`config.mk`:
```
export PLATFORM = sky130hd
export DESIGN_NAME = hbp_ram
export DESIGN_NICKNAME = d
export VERILOG_FILES = /design/src/hw/rtl/hbp_ram.sv
export SDC_FILE = /design/constraint.sdc
export NUM_CORES = 1
export LEC_CHECK = 0
export BUFFER_PORTS_ARGS = -buffer_cell sky130_fd_sc_hd__buf_2
export CAP_MARGIN = 20
export CORE_ASPECT_RATIO = 1.1
export CORE_MARGIN = 5
export CORE_UTILIZATION = 50
export DETAILED_ROUTE_END_ITERATION = 12
export PLACE_DENSITY = 0.67
export SLEW_MARGIN = 15
export SYNTH_ARGS = -nofsm -noshare
export SYNTH_HDL_FRONTEND = slang
export SYNTH_SLANG_ARGS = --single-unit
```
`constraint.sdc`:
```
create_clock -name clk_i -period 2.2 [get_ports clk_i]
set_input_delay 0.44 -clock clk_i [delete_from_list [all_inputs] [get_ports clk_i]]
set_output_delay 0.44 -clock clk_i [all_outputs]
set_load 0.02 [all_outputs]
```
`src/hw/rtl/hbp_ram.sv`:
```
// generic single port ram with registered read data
// depends on nothing; one access per cycle, write or read
`default_nettype none

module hbp_ram #(
  parameter int unsigned Width = 8,
  parameter int unsigned Depth = 16
) (
  input  wire                     clk_i,
  input  wire                     we_i,
  input  wire                     re_i,
  input  wire [$clog2(Depth)-1:0] addr_i,
  input  wire [Width-1:0]         wdata_i,
  output logic [Width-1:0]        rdata_o
);

  logic [Width-1:0] mem_q [Depth];
  logic [Width-1:0] rdata_q;

  always_ff @(posedge clk_i) begin
    if (we_i) begin
      mem_q[addr_i] <= wdata_i;
    end
    if (re_i) begin
      rdata_q <= mem_q[addr_i];
    end
  end

  assign rdata_o = rdata_q;

endmodule

`default_nettype wire

```
Yosys cells after proc, flatten, opt, wreduce, memory -nomap -nowiden

Memories as Yosys holds them, arrays and structs flattened. A register that Yosys moved wholly into a read port is not among the register bits.
Index checks and enable logic that the tools add are counted.

Mux-type cells: 2

Operators with widths:

| operator | count |
|---|---|
| $mux W1  | 2 |

Bits in registers: 0
Bits in writable memories: 128
Bits of input ports: 15
Output and inout bits: 8
Logic and storage cells: 3
Memories: 1

Memory list:

| name  | words | width | rd ports | clocked after Yosys merged registers in | wr ports | line | RTL |
|---|---|---|---|---|---|---|---|
| mem_q | 16    | 8     | 1        | 1                                       | 1        | 17   | `logic [Width-1:0] mem_q [Depth];` |

Logic depth before layout (Yosys ltp)

Depth in word-level cells: 2
Gate-level depth with buffers: 5

Least setup slack after synthesis

OpenSTA, ideal clock, no wires.

Path kind: input port to flip-flop
From: input addr_i[2]
To: memory mem_q[0][0], enable pin
Library setup time: 0.383 ns
Data arrival time: 1.550 ns
Data required time: 1.817 ns
Path slack: 0.267 ns
Stages: 2
Path through: or3b_2 nor3_1

RTL lines:

| what        | line | RTL |
|---|---|---|
| from (decl) | 12   | `input wire [$clog2(Depth)-1:0] addr_i,` |
| to (decl)   | 17   |  |

Straight into the memory's write port.

Final worst setup path

From: register rdata_q[6], in the netlist rdata_o[6], read port of mem_q
To: output rdata_o[6]

RTL lines:

| what        | line | RTL |
|---|---|---|
| from (decl) | 18   | `logic [Width-1:0] rdata_q;` |
| to (decl)   | 14   | `output logic [Width-1:0] rdata_o` |

No word-level cell between the ends.

==> flow_metrics.tcl <==
set metrics [dict create \
    max-cap-violations 0 \
    coreArea_sq_um 9980 \
    avgViaCountPerCell 5.84 \
    dieArea_sq_um 12400 \
    initial_core_util_pct 51.6 \
    via_count 2498 \
    tns_ns 0 \
    path_delay_family "flip-flops" \
    die_x_microns 107 \
    die_h_microns 116 \
    hold_buffers 0 \
    worst_setup_path_end_kind "output port" \
    holdPathStages 1 \
    worst_slack_ns 0.664 \
    synth_nets 245 \
    hold_violations 0 \
    yosysUniqueCellTypes 17 \
    fin_cells 428 \
    cts_buffers 17 \
    dr.pass1.iters 4 \
    grt_pass1_vias 2701 \
    relSlewSlack_pct 55.9 \
    synth_seq_area_share_pct 79.3 \
    r2r_start "mem_q[11][5]$_DFFE_PP_" \
    grt_pass1_wl_microns 15500 \
    dp_hpwl_microns 6280 \
    insertion_delay_ns 0.53 \
    cts_tree "yes" \
    syn_avg_cell_area_sq_um 22.4 \
    r2r-end "rdata_o[5]$_DFFE_PP_" \
    min_path_type "input port to flop" \
    cts_root_buffer "clkbuf_8" \
    clock.fmax_mhz 651 \
    hold_start "re_i" \
    dp_cells 396 \
    pre_cts_slack_ns 0.170 \
    reg2regPathDepth 3 \
    final_nets 310 \
    postRouteAntennaNets 0 \
    path_max_fanout 1 \
    period_needed_ns 1.54 \
    clockBufferDepth 2 \
    routed_wire_length_per_instance_microns 22.8 \
    n_fill_cell 678 \
    path_clk_slew_ns 0.06 \
    finalMaxSlewViolations 0 \
    seq_area_sq_um 4080 \
    ctsResizeCount 0 \
    crit_buf_inv 1 \
    routed_wirelength_microns 9750 \
    reg2reg_slack_ns 0.72 \
    rsz0062_at_grt "false" \
    status "completed" \
    finClkSkew_ns 0.00730 \
    cts.sinks 136 \
    synth.top_cell.area_share_pct 79.3 \
    cp_slowest_cell "edfxtp_1" \
    synth_top_area_cell "edfxtp_1" \
    yosys_warnings 0 \
    irDropWorstVdd_mv 0.451 \
    post-route-period-util_pct 69.8 \
    finalSetupViolCount 0 \
    syn_inst 230 \
    port_buffers 22 \
    required_ns 1.76 \
    whs_endpoint "rdata_o[1]$_DFFE_PP_" \
    area_growth_pct 20.2 \
    fin_area_sq_um 6190 \
    multi_input_area_sq_um 1000 \
    htree_levels 4 \
    syn_area_sq_um 5150 \
    synth-seq-cells 136 \
    dpl_cell_area_sq_um 5640 \
    drive_gt1_share_pct 38.6 \
    antenna_found_initial 0 \
    synthTopCellsByArea "edfxtp_1, mux4_2, a22oi_1" \
    drc_errors 0 \
    rows 38 \
    crit_type "flop to output port" \
    cpPeakStageDelay_ns 0.40 \
    worst_pin_slew_ns 0.659 \
    antennaDiodeCount 0 \
    p_leak_nw 2.10 \
    ios 23 \
    arrival_ns 1.10 \
    critPathLaunchType "flop" \
    overflow 0 \
    grt_usage_pct 17.8 \
    place.gp.congestion 0.733 \
    drt_first_iter_violations 208 \
    grt_max_degree 40 \
    path_cells "buf_2" \
    p_per_area_nw_per_um2 942 \
    post_cts_buffers 0 \
    cp.depth 1 \
    fin_util_pct 62.0 \
]
[synthesized netlist by cell type]
cell type  instances
buf_1              4
nor2_1            13
clkbuf_1           2
mux4_2            32
nand3b_1           2
nor2b_1            2
buf_6              2
clkbuf_2           1
a22oi_1           16
and2_1             1
nand2_1            9
or3b_2             1
nand3_1            1
nor3_1             4
nand2b_1           2
edfxtp_1         136
buf_2              2
[routing by layer]
layer | global-route usage, % | vias up | wire length (microns)
met4 | 8.87 | 0 | 224
met1 | 21.8 | 1305 | 4040
met5 | 0 | - | 0
met3 | 5.91 | 17 | 446
met2 | 28.7 | 75 | 5040
li1 | - | 1101 | -
[placed cells by master, fill, tap and decap left out, drive strengths merged, types with 4 or more instances in the layout]
| master | netlist | layout |
|---|---|---|
| nor3 | 4 | 4 |
| nor2 | 13 | 13 |
| clkinv | 0 | 8 |
| clkbuf | 3 | 19 |
| a22oi | 16 | 16 |
| nand2 | 9 | 9 |
| buf | 8 | 57 |
| mux4 | 32 | 32 |
| edfxtp | 136 | 136 |
[state kept, by name, summed over array words and instances (netlist names)]
name,flops
mem_q,128
rdata_o,8
[stage by stage]
| step | power (mW) | hold WS [ns] |
|---|---|---|
| finish | 5.83 | 0.291 |
| global route | 6.05 | 0.260 |
| CTS | 5.88 | 0.277 |
| detailed placement | 3.28 | 0.742 |
| global placement | 3.28 | 0.738 |
| floorplan | 3.15 | 0.539 |
[cells by family after synthesis]
logic type,count (synthesis),synth area share (%)
buf+inv,11,1.17
simple gates,35,3.16
flops,136,79.3
compound gates,16,2.33
mux,32,14.0
[final cells by class]
cell class / instances / area share, %
Clock inverter: 13 / 2.10
Multi-Input combinational cell: 83 / 16.2
Timing Repair Buffer: 57 / 6.43
Tap cell: 120 / 2.43
Sequential cell: 136 / 66.0
Clock buffer: 19 / 6.81
[power by group]
part | switching [mW] | internal [mW] | total, mW
combinational | 0.169 | 0.122 | 0.291
clock | 1.00 | 1.60 | 2.60
sequential | 0.0159 | 2.92 | 2.94
[worst max path at each step]
| stage | startpoint | to | slack [ns] |
|---|---|---|---|
| after floorplan | addr_i[2] | mem_q[0][0]$_DFFE_PP_ | 0.27 |
| after global placement | addr_i[0] | rdata_o[7]$_DFFE_PP_ | 0.17 |
| after detailed placement | addr_i[0] | rdata_o[7]$_DFFE_PP_ | 0.17 |
| after CTS | rdata_o[1]$_DFFE_PP_ | rdata_o[1] | 0.64 |
| after global routing | rdata_o[1]$_DFFE_PP_ | rdata_o[1] | 0.62 |
| final | rdata_o[6]$_DFFE_PP_ | rdata_o[6] | 0.66 |
Power figures use the tool's default switching activity.
